<file path="src/rlb_pkg.sv">
`timescale 1ns / 1ps
`default_nettype none
// ----------------------------------------------------------------------------
// rlb_pkg
// Shared types and codes for the reference list builder.
// ----------------------------------------------------------------------------
package rlb_pkg;

  localparam int NUM_LISTS   = 3;
  localparam int QUEUE_DEPTH = 2;

  localparam logic CMD_ADD    = 1'b0;
  localparam logic CMD_FINISH = 1'b1;

  localparam logic [7:0] NO_SLOT = 8'hFF;

  typedef enum logic [1:0] {
    LST_BEFORE = 2'd0,
    LST_AFTER  = 2'd1,
    LST_LONG   = 2'd2
  } list_id_t;

  typedef enum logic {
    OP_ADD    = 1'b0,
    OP_FINISH = 1'b1
  } op_t;

  // one classified item as it travels from front to back
  typedef struct packed {
    op_t                op;
    list_id_t           lst;
    logic [7:0]         slot;
    logic signed [31:0] order;
  } job_t;

  typedef enum logic [1:0] {
    BK_IDLE,
    BK_INSERT,
    BK_EMIT
  } back_state_t;

endpackage
`default_nettype wire

</file>
<file path="src/hevc_reference_list_builder_top.sv">
`timescale 1ns / 1ps
`default_nettype none
// Timing: an add is committed in the cycle after the back end pops it from the queue;
// a finish passes the queue, back-end state and output register before its first result;
// the back end takes no new add until the compare then insert steps of the last are done;
// on finish, 3 * LIST_SIZE results leave the output register at one per cycle while popped.
// Reset: synchronous active-low rst_n empties the queue and output and zeroes list counts.
// ----------------------------------------------------------------------------
// hevc_reference_list_builder_top
// Builds short-term before/after and long-term reference lists, emitted on finish.
// ----------------------------------------------------------------------------
module hevc_reference_list_builder_top #(
  parameter int LIST_SIZE = 8
) (
  input  wire logic               clk,
  input  wire logic               rst_n,
  input  wire logic               in_push,
  output logic                    in_full,
  input  wire logic               in_cmd,
  input  wire logic               in_short_before,
  input  wire logic               in_short_after,
  input  wire logic               in_long_term,
  input  wire logic [7:0]         in_ref_slot,
  input  wire logic signed [31:0] in_ref_order,
  output logic                    out_empty,
  input  wire logic               out_pop,
  output logic [1:0]              out_list_id,
  output logic [2:0]              out_position,
  output logic [7:0]              out_slot,
  output logic [3:0]              out_count_before,
  output logic [3:0]              out_count_after,
  output logic [3:0]              out_count_long,
  output logic                    out_last
);
  import rlb_pkg::*;

  job_t front_job;
  logic front_keep;
  logic q_valid;
  logic q_ready;
  job_t q_data;
  logic out_valid;

  rlb_front u_front (
    .in_cmd          (in_cmd),
    .in_short_before (in_short_before),
    .in_short_after  (in_short_after),
    .in_long_term    (in_long_term),
    .in_ref_slot     (in_ref_slot),
    .in_ref_order    (in_ref_order),
    .job             (front_job),
    .keep            (front_keep)
  );

  rlb_fifo u_fifo (
    .clk      (clk),
    .rst_n    (rst_n),
    .wr_en    (in_push && front_keep),
    .wr_data  (front_job),
    .full     (in_full),
    .rd_valid (q_valid),
    .rd_en    (q_ready),
    .rd_data  (q_data)
  );

  rlb_back #(
    .LIST_SIZE (LIST_SIZE)
  ) u_back (
    .clk              (clk),
    .rst_n            (rst_n),
    .q_valid          (q_valid),
    .q_data           (q_data),
    .q_ready          (q_ready),
    .out_valid        (out_valid),
    .out_pop          (out_pop),
    .out_list_id      (out_list_id),
    .out_position     (out_position),
    .out_slot         (out_slot),
    .out_count_before (out_count_before),
    .out_count_after  (out_count_after),
    .out_count_long   (out_count_long),
    .out_last         (out_last)
  );

  assign out_empty = !out_valid;

endmodule
`default_nettype wire

</file>
<file path="src/rlb_front.sv">
`timescale 1ns / 1ps
`default_nettype none
// ----------------------------------------------------------------------------
// rlb_front
// Classifies an incoming item: picks the target list by priority, or marks
// a finish; adds with no category bit are not forwarded.
// ----------------------------------------------------------------------------
module rlb_front (
  input  wire logic               in_cmd,
  input  wire logic               in_short_before,
  input  wire logic               in_short_after,
  input  wire logic               in_long_term,
  input  wire logic [7:0]         in_ref_slot,
  input  wire logic signed [31:0] in_ref_order,
  output rlb_pkg::job_t           job,
  output logic                    keep
);
  import rlb_pkg::*;

  always_comb begin
    job.op    = (in_cmd == CMD_ADD) ? OP_ADD : OP_FINISH;
    job.slot  = in_ref_slot;
    job.order = in_ref_order;
    keep      = 1'b1;
    if (in_short_before) begin
      job.lst = LST_BEFORE;
    end else if (in_short_after) begin
      job.lst = LST_AFTER;
    end else begin
      job.lst = LST_LONG;
      // add with no category bit is ignored
      if (!in_long_term && in_cmd == CMD_ADD) begin
        keep = 1'b0;
      end
    end
  end

endmodule
`default_nettype wire

</file>
<file path="src/rlb_fifo.sv">
`timescale 1ns / 1ps
`default_nettype none
// ----------------------------------------------------------------------------
// rlb_fifo
// Short queue of classified items between front and back.
// ----------------------------------------------------------------------------
module rlb_fifo (
  input  wire logic          clk,
  input  wire logic          rst_n,
  input  wire logic          wr_en,
  input  wire rlb_pkg::job_t wr_data,
  output logic               full,
  output logic               rd_valid,
  input  wire logic          rd_en,
  output rlb_pkg::job_t      rd_data
);
  import rlb_pkg::*;

  localparam int PW = (QUEUE_DEPTH > 1) ? $clog2(QUEUE_DEPTH) : 1;
  localparam int CW = $clog2(QUEUE_DEPTH + 1);

  job_t          mem_r [QUEUE_DEPTH];
  logic [PW-1:0] wr_ptr_r, wr_ptr_nxt;
  logic [PW-1:0] rd_ptr_r, rd_ptr_nxt;
  logic [CW-1:0] cnt_r, cnt_nxt;
  logic          do_wr, do_rd;

  assign full     = (cnt_r == CW'(QUEUE_DEPTH));
  assign rd_valid = (cnt_r != '0);
  assign rd_data  = mem_r[rd_ptr_r];
  assign do_wr    = wr_en && !full;
  assign do_rd    = rd_en && rd_valid;

  always_comb begin
    wr_ptr_nxt = wr_ptr_r;
    rd_ptr_nxt = rd_ptr_r;
    cnt_nxt    = cnt_r;
    if (do_wr) begin
      wr_ptr_nxt = (wr_ptr_r == PW'(QUEUE_DEPTH - 1)) ? '0 : wr_ptr_r + 1'b1;
    end
    if (do_rd) begin
      rd_ptr_nxt = (rd_ptr_r == PW'(QUEUE_DEPTH - 1)) ? '0 : rd_ptr_r + 1'b1;
    end
    if (do_wr && !do_rd) begin
      cnt_nxt = cnt_r + 1'b1;
    end else if (do_rd && !do_wr) begin
      cnt_nxt = cnt_r - 1'b1;
    end
  end

  always_ff @(posedge clk) begin
    if (!rst_n) begin
      wr_ptr_r <= '0;
      rd_ptr_r <= '0;
      cnt_r    <= '0;
    end else begin
      wr_ptr_r <= wr_ptr_nxt;
      rd_ptr_r <= rd_ptr_nxt;
      cnt_r    <= cnt_nxt;
    end
  end

  always_ff @(posedge clk) begin
    if (do_wr) begin
      mem_r[wr_ptr_r] <= wr_data;
    end
  end

endmodule
`default_nettype wire

</file>
<file path="src/rlb_back.sv">
`timescale 1ns / 1ps
`default_nettype none
// ----------------------------------------------------------------------------
// rlb_back
// Holds the three lists, does sorted insert with duplicate check, and
// streams the lists out on finish through an output register.
// ----------------------------------------------------------------------------
module rlb_back #(
  parameter int LIST_SIZE = 8
) (
  input  wire logic           clk,
  input  wire logic           rst_n,
  input  wire logic           q_valid,
  input  wire rlb_pkg::job_t  q_data,
  output logic                q_ready,
  output logic                out_valid,
  input  wire logic           out_pop,
  output logic [1:0]          out_list_id,
  output logic [2:0]          out_position,
  output logic [7:0]          out_slot,
  output logic [3:0]          out_count_before,
  output logic [3:0]          out_count_after,
  output logic [3:0]          out_count_long,
  output logic                out_last
);
  import rlb_pkg::*;

  localparam int IW = (LIST_SIZE > 1) ? $clog2(LIST_SIZE) : 1;
  localparam int CW = $clog2(LIST_SIZE + 1);
  localparam logic [IW-1:0] LAST_POS = IW'(LIST_SIZE - 1);
  localparam logic [CW-1:0] FULL_CNT = CW'(LIST_SIZE);

  logic [7:0]         slots_r  [NUM_LISTS][LIST_SIZE];
  logic signed [31:0] orders_r [NUM_LISTS][LIST_SIZE];
  logic [CW-1:0]      cnt_r    [NUM_LISTS];
  logic [CW-1:0]      cnt_nxt  [NUM_LISTS];

  back_state_t   state_r, state_nxt;
  job_t          job_r, job_nxt;
  logic [IW-1:0] pos_r, pos_nxt;
  logic          skip_r, skip_nxt;
  list_id_t      elst_r, elst_nxt;
  logic [IW-1:0] epos_r, epos_nxt;

  logic          out_valid_r, out_valid_nxt;
  logic [1:0]    out_list_id_r, out_list_id_nxt;
  logic [2:0]    out_position_r, out_position_nxt;
  logic [7:0]    out_slot_r, out_slot_nxt;
  logic [3:0]    out_cb_r, out_cb_nxt;
  logic [3:0]    out_ca_r, out_ca_nxt;
  logic [3:0]    out_cl_r, out_cl_nxt;
  logic          out_last_r, out_last_nxt;

  // compare the queue head against its list
  logic [CW-1:0] head_n;
  logic          head_dup;
  logic [IW-1:0] head_pos;
  logic          emit_last;

  always_comb begin
    head_n   = cnt_r[q_data.lst];
    head_dup = 1'b0;
    head_pos = IW'(head_n);
    for (int i = LIST_SIZE - 1; i >= 0; i--) begin
      if (CW'(i) < head_n) begin
        if (slots_r[q_data.lst][i] == q_data.slot) begin
          head_dup = 1'b1;
        end
        case (q_data.lst)
          LST_BEFORE: if (q_data.order > orders_r[q_data.lst][i]) head_pos = IW'(i);
          LST_AFTER:  if (q_data.order < orders_r[q_data.lst][i]) head_pos = IW'(i);
          default:    ;
        endcase
      end
    end
  end

  assign emit_last = (elst_r == LST_LONG) && (epos_r == LAST_POS);

  always_comb begin
    state_nxt        = state_r;
    job_nxt          = job_r;
    pos_nxt          = pos_r;
    skip_nxt         = skip_r;
    elst_nxt         = elst_r;
    epos_nxt         = epos_r;
    cnt_nxt          = cnt_r;
    q_ready          = 1'b0;
    out_valid_nxt    = out_valid_r && !out_pop;
    out_list_id_nxt  = out_list_id_r;
    out_position_nxt = out_position_r;
    out_slot_nxt     = out_slot_r;
    out_cb_nxt       = out_cb_r;
    out_ca_nxt       = out_ca_r;
    out_cl_nxt       = out_cl_r;
    out_last_nxt     = out_last_r;
    unique case (state_r)
      BK_IDLE: begin
        if (q_valid) begin
          q_ready = 1'b1;
          if (q_data.op == OP_ADD) begin
            job_nxt   = q_data;
            pos_nxt   = head_pos;
            skip_nxt  = head_dup || (head_n == FULL_CNT);
            state_nxt = BK_INSERT;
          end else begin
            elst_nxt  = LST_BEFORE;
            epos_nxt  = '0;
            state_nxt = BK_EMIT;
          end
        end
      end
      BK_INSERT: begin
        if (!skip_r) begin
          cnt_nxt[job_r.lst] = cnt_r[job_r.lst] + 1'b1;
        end
        state_nxt = BK_IDLE;
      end
      BK_EMIT: begin
        if (!out_valid_r || out_pop) begin
          out_valid_nxt    = 1'b1;
          out_list_id_nxt  = elst_r;
          out_position_nxt = 3'(epos_r);
          out_slot_nxt     = (CW'(epos_r) < cnt_r[elst_r]) ?
                             slots_r[elst_r][epos_r] : NO_SLOT;
          out_cb_nxt       = 4'(cnt_r[LST_BEFORE]);
          out_ca_nxt       = 4'(cnt_r[LST_AFTER]);
          out_cl_nxt       = 4'(cnt_r[LST_LONG]);
          out_last_nxt     = emit_last;
          if (emit_last) begin
            for (int l = 0; l < NUM_LISTS; l++) begin
              cnt_nxt[l] = '0;
            end
            state_nxt = BK_IDLE;
          end else if (epos_r == LAST_POS) begin
            epos_nxt = '0;
            case (elst_r)
              LST_BEFORE: elst_nxt = LST_AFTER;
              default:    elst_nxt = LST_LONG;
            endcase
          end else begin
            epos_nxt = epos_r + 1'b1;
          end
        end
      end
      default: state_nxt = BK_IDLE;
    endcase
  end

  always_ff @(posedge clk) begin
    if (!rst_n) begin
      state_r     <= BK_IDLE;
      out_valid_r <= 1'b0;
      for (int l = 0; l < NUM_LISTS; l++) begin
        cnt_r[l] <= '0;
      end
    end else begin
      state_r     <= state_nxt;
      out_valid_r <= out_valid_nxt;
      cnt_r       <= cnt_nxt;
    end
  end

  always_ff @(posedge clk) begin
    job_r          <= job_nxt;
    pos_r          <= pos_nxt;
    skip_r         <= skip_nxt;
    elst_r         <= elst_nxt;
    epos_r         <= epos_nxt;
    out_list_id_r  <= out_list_id_nxt;
    out_position_r <= out_position_nxt;
    out_slot_r     <= out_slot_nxt;
    out_cb_r       <= out_cb_nxt;
    out_ca_r       <= out_ca_nxt;
    out_cl_r       <= out_cl_nxt;
    out_last_r     <= out_last_nxt;
  end

  // sorted insert: shift the tail up by one, drop the new entry in
  always_ff @(posedge clk) begin
    if (state_r == BK_INSERT && !skip_r) begin
      for (int i = 0; i < LIST_SIZE; i++) begin
        if (IW'(i) == pos_r) begin
          slots_r[job_r.lst][i]  <= job_r.slot;
          orders_r[job_r.lst][i] <= job_r.order;
        end
      end
      for (int i = 1; i < LIST_SIZE; i++) begin
        if (IW'(i) > pos_r) begin
          slots_r[job_r.lst][i]  <= slots_r[job_r.lst][i-1];
          orders_r[job_r.lst][i] <= orders_r[job_r.lst][i-1];
        end
      end
    end
  end

  assign out_valid        = out_valid_r;
  assign out_list_id      = out_list_id_r;
  assign out_position     = out_position_r;
  assign out_slot         = out_slot_r;
  assign out_count_before = out_cb_r;
  assign out_count_after  = out_ca_r;
  assign out_count_long   = out_cl_r;
  assign out_last         = out_last_r;

endmodule
`default_nettype wire

</file>
<file path="config.mk">
export PLATFORM = sky130hd
export DESIGN_NAME = hevc_reference_list_builder_top
export DESIGN_NICKNAME = d
export VERILOG_FILES = /design/src/rlb_pkg.sv /design/src/hevc_reference_list_builder_top.sv /design/src/rlb_front.sv /design/src/rlb_fifo.sv /design/src/rlb_back.sv
export SDC_FILE = /design/constraint.sdc
export NUM_CORES = 2
export LEC_CHECK = 0
export BUFFER_PORTS_ARGS = -buffer_cell sky130_fd_sc_hd__buf_2
export CAP_MARGIN = 20
export CELL_PAD_IN_SITES_DETAIL_PLACEMENT = 2
export CELL_PAD_IN_SITES_GLOBAL_PLACEMENT = 2
export CORE_ASPECT_RATIO = 2
export CORE_MARGIN = 2
export CORE_UTILIZATION = 44
export DETAILED_ROUTE_END_ITERATION = 16
export PLACE_DENSITY = 0.82
export SLEW_MARGIN = 10
export SYNTH_ARGS = -nofsm -noshare
export SYNTH_HDL_FRONTEND = slang
export SYNTH_SLANG_ARGS = --single-unit
export TNS_END_PERCENT = 30
</file>
<file path="constraint.sdc">
create_clock -name clk -period 6.68 [get_ports clk]
set_clock_uncertainty 0.05 [all_clocks]
set_input_delay 0.668 -clock clk [delete_from_list [all_inputs] [get_ports clk]]
set_output_delay 0.668 -clock clk [all_outputs]
set_load 0.01 [all_outputs]
</file>
Word-level counts from Yosys, hierarchy flattened
Memories as Yosys holds them, arrays and structs flattened. A register that Yosys moved wholly into a read port is not among the register bits.
Cells that the tools add are included.
- reduce and logical (&&, ||, !) cells: 33
- equality and inequality tests: 29
- bitwise operators: 20
- add/sub/neg operators: 6
- muxes and demuxes: 165
- $lt $le $gt $ge: 37
- operators with widths (cell ; number):
    $gt A32 B32 Y1 ; 8
    $lt A32 B32 Y1 ; 8
    $mux W32 ; 7
    $mux W3 ; 29
    $mux W1 ; 75
    $mux W8 ; 9
    $eq A8 B8 Y1 ; 8
    $pmux W3 S2 ; 9
    $mux W12 ; 3
    $mux W2 ; 17
    $mux W4 ; 7
    $bmux W4 S2 ; 3
    $bmux W8 S3 ; 1
    $pmux W12 S2 ; 1
    $lt A3 B4 Y1 const A ; 4
    $or A1 B1 Y1 ; 14
    $bwmux W12 ; 1
    $eq A3 B3 Y1 const A ; 4
    $gt A3 B3 Y1 const A ; 4
    $logic_and A1 B1 Y1 ; 10
    $ge A3 B3 Y1 const B ; 3
    $not A2 Y3 ; 3
    $demux W4 S2 ; 1
    $lt A1 B4 Y1 const A ; 2
    32 further kinds ; 59
- register bits after elaboration: 96
- input bits: 48
- output and inout port bits: 28
- memories kept: 3
- logic and storage cells: 315
- bits in writable memories: 1046
- memories (name ; words ; width ; read ports ; clocked after Yosys merged registers in ; write ports ; RTL line ; RTL):
    u_back.orders_r ; 3 ; 256 ; 2 ; 1 ; 1 ; rlb_back.sv:34 ; logic signed [31:0] orders_r [NUM_LISTS][LIST_SIZE];
    u_back.slots_r ; 3 ; 64 ; 3 ; 2 ; 1 ; rlb_back.sv:33 ; logic [7:0] slots_r [NUM_LISTS][LIST_SIZE];
    u_fifo.mem_r ; 2 ; 43 ; 1 ; 1 ; 1 ; rlb_fifo.sv:22 ; job_t mem_r [QUEUE_DEPTH];

Longest topological paths before layout
- depth in word-level cells: 28
- gate-level depth with buffers: 21
- gate-level depth less buffers: 16

Cells and area by module
From an unflattened synthesis, not the netlist that was laid out.
- cell total of the unflattened synthesis: 5003
- area, all modules: 59186.8 µm²
- modules (own cells, without submodules) (module ; instances ; cells each ; area an instance (µm²) ; seq. area each (µm²)):
    rlb_back ; 1 ; 4798 ; 55513.2 ; 31520.2
    rlb_fifo ; 1 ; 159 ; 3338.2 ; 2682.6
    rlb_front ; 1 ; 44 ; 325.3 ; 0.0
    hevc_reference_list_builder_top ; 1 ; 2 ; 10.0 ; 0.0

Least setup slack after synthesis
OpenSTA, ideal clock, no wires.
- path kind: reg-to-reg
- from: register u_back.skip_r
- to: memory u_back.orders_r[0][224] (netlist name), enable pin
- buffers on the path: 1
- clock period less this slack: 5.721 ns
- arrival: 5.134 ns
- data required time: 6.093 ns
- setup time: 0.537 ns
- slack: 0.959 ns
- cell stages (with the launch flop): 5
- cell sequence: edfxtp_1 > or3b_2 > or3_1 > clkbuf_1 > nor4_1
- word-level cells in the longest chain between the ends: 4
- ends and longest elaborated chain (element ; RTL line ; RTL):
    from (decl) ; rlb_back.sv:41 ; logic skip_r, skip_nxt;
    from (signal assigned) ; rlb_back.sv:167 ; skip_r <= skip_nxt;
    $logic_not A1 Y1 ; n/a ;
    $logic_and A1 B1 Y1 ; rlb_back.sv:181 ; if (state_r == BK_INSERT && !skip_r) begin
    $mux W1 ; rlb_back.sv:181 ;
    $mux W1 (implied by the code) ; rlb_back.sv:185 ; orders_r[job_r.lst][i] <= job_r.order;
    to (decl) ; rlb_back.sv:34 ;
No other way between the ends.

==> results.cfg <==
[clocking]
cts_sinks = 1147
clk_latency_ns = 0.74
clk_pin_slew_ns = 0.07
ctsHtreeMaxLevel = 3
cts_buffers = 106
holdBufCountCts = 0
cts_resized = 0
post_cts_buffers = 0
clock_path_buffers = 3
cts_root_buf = clkbuf_16
cts_tree = built

[drt]
vias = 46550
viasPerCell = 6.546
drt-total-wl_um = 247400
dr.pass1.iters = 5
wl_per_cell_um = 34.79
drc = 0
ant_nets = 0
drtIter0Drc = 3408

[die]
start_util_pct = 44.23
coreArea_um2 = 132400
rows = 189
die_w_um = 262
die_area_um2 = 136200
die_y_um = 520.0
io_pins = 76

[critical_path]
cp_slowest_cell = nor4_1
cp_data_required_time_ns = 7.20
cp_slowest_stage_delay_ns = 0.80
worstSetupEndpointType = flop
critPathMaxFanout = 170
critPathBufInv = 4
critPathArrivalTime_ns = 6.70
critical_path.top_delay_family = compound AO/OA/AOI/OAI gates
cp-start-kind = flop
crit_top_cell = a21oi_1
path_cells = mux2i_4 -> inv_16 -> buf_12 -> buf_4 -> a21oi_1 -> a21oi_1 -> ha_1 -> nand4_1 -> nor4_1 -> a21boi_0 -> o41ai_1 -> buf_2 -> nand4bb_1 -> xnor2_1 -> mux2i_1 -> o21bai_1 -> o22a_1 -> a211oi_2
crit_type = reg -> reg

[timing]
slew_headroom_pct = 19.49
tightest_slew_ns = 1.208
setup_viol = 0
fin_ws_ns = 0.5057
rsz0062_at_grt = false
post-route-period-util_pct = 92.43
drv_slew = 0
setup_tns_ns = 0
fmax_mhz = 162.0
hold_violations = 0
layout_min_cycle_time_ns = 6.174

[run_status]
outcome = complete, no violations

[yosys]
ys_async_sr_fraction_pct = 0
synthCells = 5323
synth_edf_count = 1123
synth_seq_cells = 1147
yosysWarnings = 0
synth_area_um2 = 58580
synth_area_per_cell_um2 = 11.00
yosysSeqAreaShare_pct = 58.39
synthDistinctLibCells = 76
syn-num-nets = 5633
ys.flop_type = edfxtp_1

[global_route]
grt_pass1_wl_um = 354000
grt_pass1_vias = 51900
grt_usage_pct = 36.18
antenna_found_initial = 6
grt_max_degree = 171
grt-ovfl-total = 0

[cells_and_area]
final_common_cell = edfxtp_1
fillerInstances = 13120
area_growth_pct = 10.52
drive_above_1_share_pct = 9.388
mostFrequentLayoutCells = edfxtp_1 (1,123), nand2_1 (1,006), a21oi_1 (969)
multi_input_area_um2 = 23200
utilization_pct = 48.89
final_nets = 5616
regArea_um2 = 34220

[place]
port_buffers = 75
dp_hpwl_um = 160200
globalplace.congestion = 0.8724
place_ws_ns = 0.7789

[pwr]
leakagePower_nw = 23.72
power.density_nw_per_um2 = 425.4
power_mw = 27.54
irDropWorstVdd_mv = 0.3049

[job]
drv_cap = 0

[min_path]
hold_class = in -> reg
==> synth_stat cells (24+ instances only) <==
master    count  area share, %
mux4_2       40            1.5
xnor2_1      69            1.0
a21o_1       42           0.54
ha_1        262            5.6
edfxtp_1   1123             58
mux2_2       36           0.69
o211ai_1     25           0.32
nand3_1      27           0.23
nand2_1    1008            6.5
nor3_1       31           0.26
nand4_1      56           0.60
dfxtp_1      24           0.82
nor2_1      355            2.3
a21oi_1     969            8.3
clkbuf_1    258            1.7
buf_1        70           0.45
inv_1        25           0.16
nor2b_1      24           0.26
mux2i_1     334            5.7
o21ai_0     350            3.0
==> metal layers <==
layer	vias up	share of wire [%]	global-route usage (%)
met3	958	5.4	5.775
met5	-	0.015	0
met2	1915	52	64.11
met4	6	10	31.93
li1	19500	-	-
met1	24170	33	36.08
==> cell families after synthesis <==
family | count (synthesis) | synth area share [%]
AOI/OAI and AO/OA | 1494 | 13.61
muxes | 412 | 8.014
adders and majority gates | 262 | 5.596
and+or+nand+nor | 1573 | 10.93
buffers and inverters | 362 | 2.360
DFF | 1147 | 58.39
xor gates and xnor gates | 73 | 1.091
==> power by group <==
group / switching, mW / total (mW) / internal (mW)
sequential: 0.649 / 9.61 / 8.97
combinational: 8.00 / 11.6 / 3.62
clock: 2.90 / 6.31 / 3.41
==> metrics by stage <==
stage / instance area [um2] / instances / hold WS, ns
after floorplan: 58580 / 5323 / 0.3744
after global placement: 61240 / 6913 / 0.4514
after detailed placement: 61260 / 6915 / 0.4887
after CTS: 64690 / 7107 / 0.03212
after global routing: 64740 / 7110 / 0.05184
final: 64740 / 7112 / 0.06859
==> area by class of cell <==
class	count	area share [%]
Antenna cell	3	0.01160
Clock buffer	128	4.453
Sequential cell	1147	52.85
Clock inverter	64	0.8523
Inverter	27	0.1933
Multi-Input combinational cell	3814	35.83
Timing Repair Buffer	210	2.489
Tap cell	1719	3.322
==> sequential cells by signal (all words and copies together) (netlist names), 4 cells and up, named ones only <==
register / flops
u_back.out_count_after: 4
u_back.slots_r: 192
u_back.cnt_r: 12
u_back.out_count_before: 4
u_back.out_count_long: 4
u_back.out_slot: 8
u_back.job_r: 42
u_fifo.mem_r: 86
u_back.orders_r: 768
==> path summary, 6_finish.rpt <==
kind | end | depth (start not counted) | slack [ns] | startpoint
hold / removal | u_fifo.mem_r[1][10]$_DFFE_PP_ | 1 | 0.07 | in_ref_order[10]
hold reg to reg | u_fifo.cnt_r[1]$_SDFFE_PN0P_ | 2 | 0.49 | u_fifo.cnt_r[1]$_SDFFE_PN0P_
setup / recovery | u_back.pos_r[0]$_DFFE_PP_ | 18 | 0.51 | flop
setup reg to reg | u_back.pos_r[0]$_DFFE_PP_ | 18 | 0.51 | flop
(Power assumes the default switching activity.)
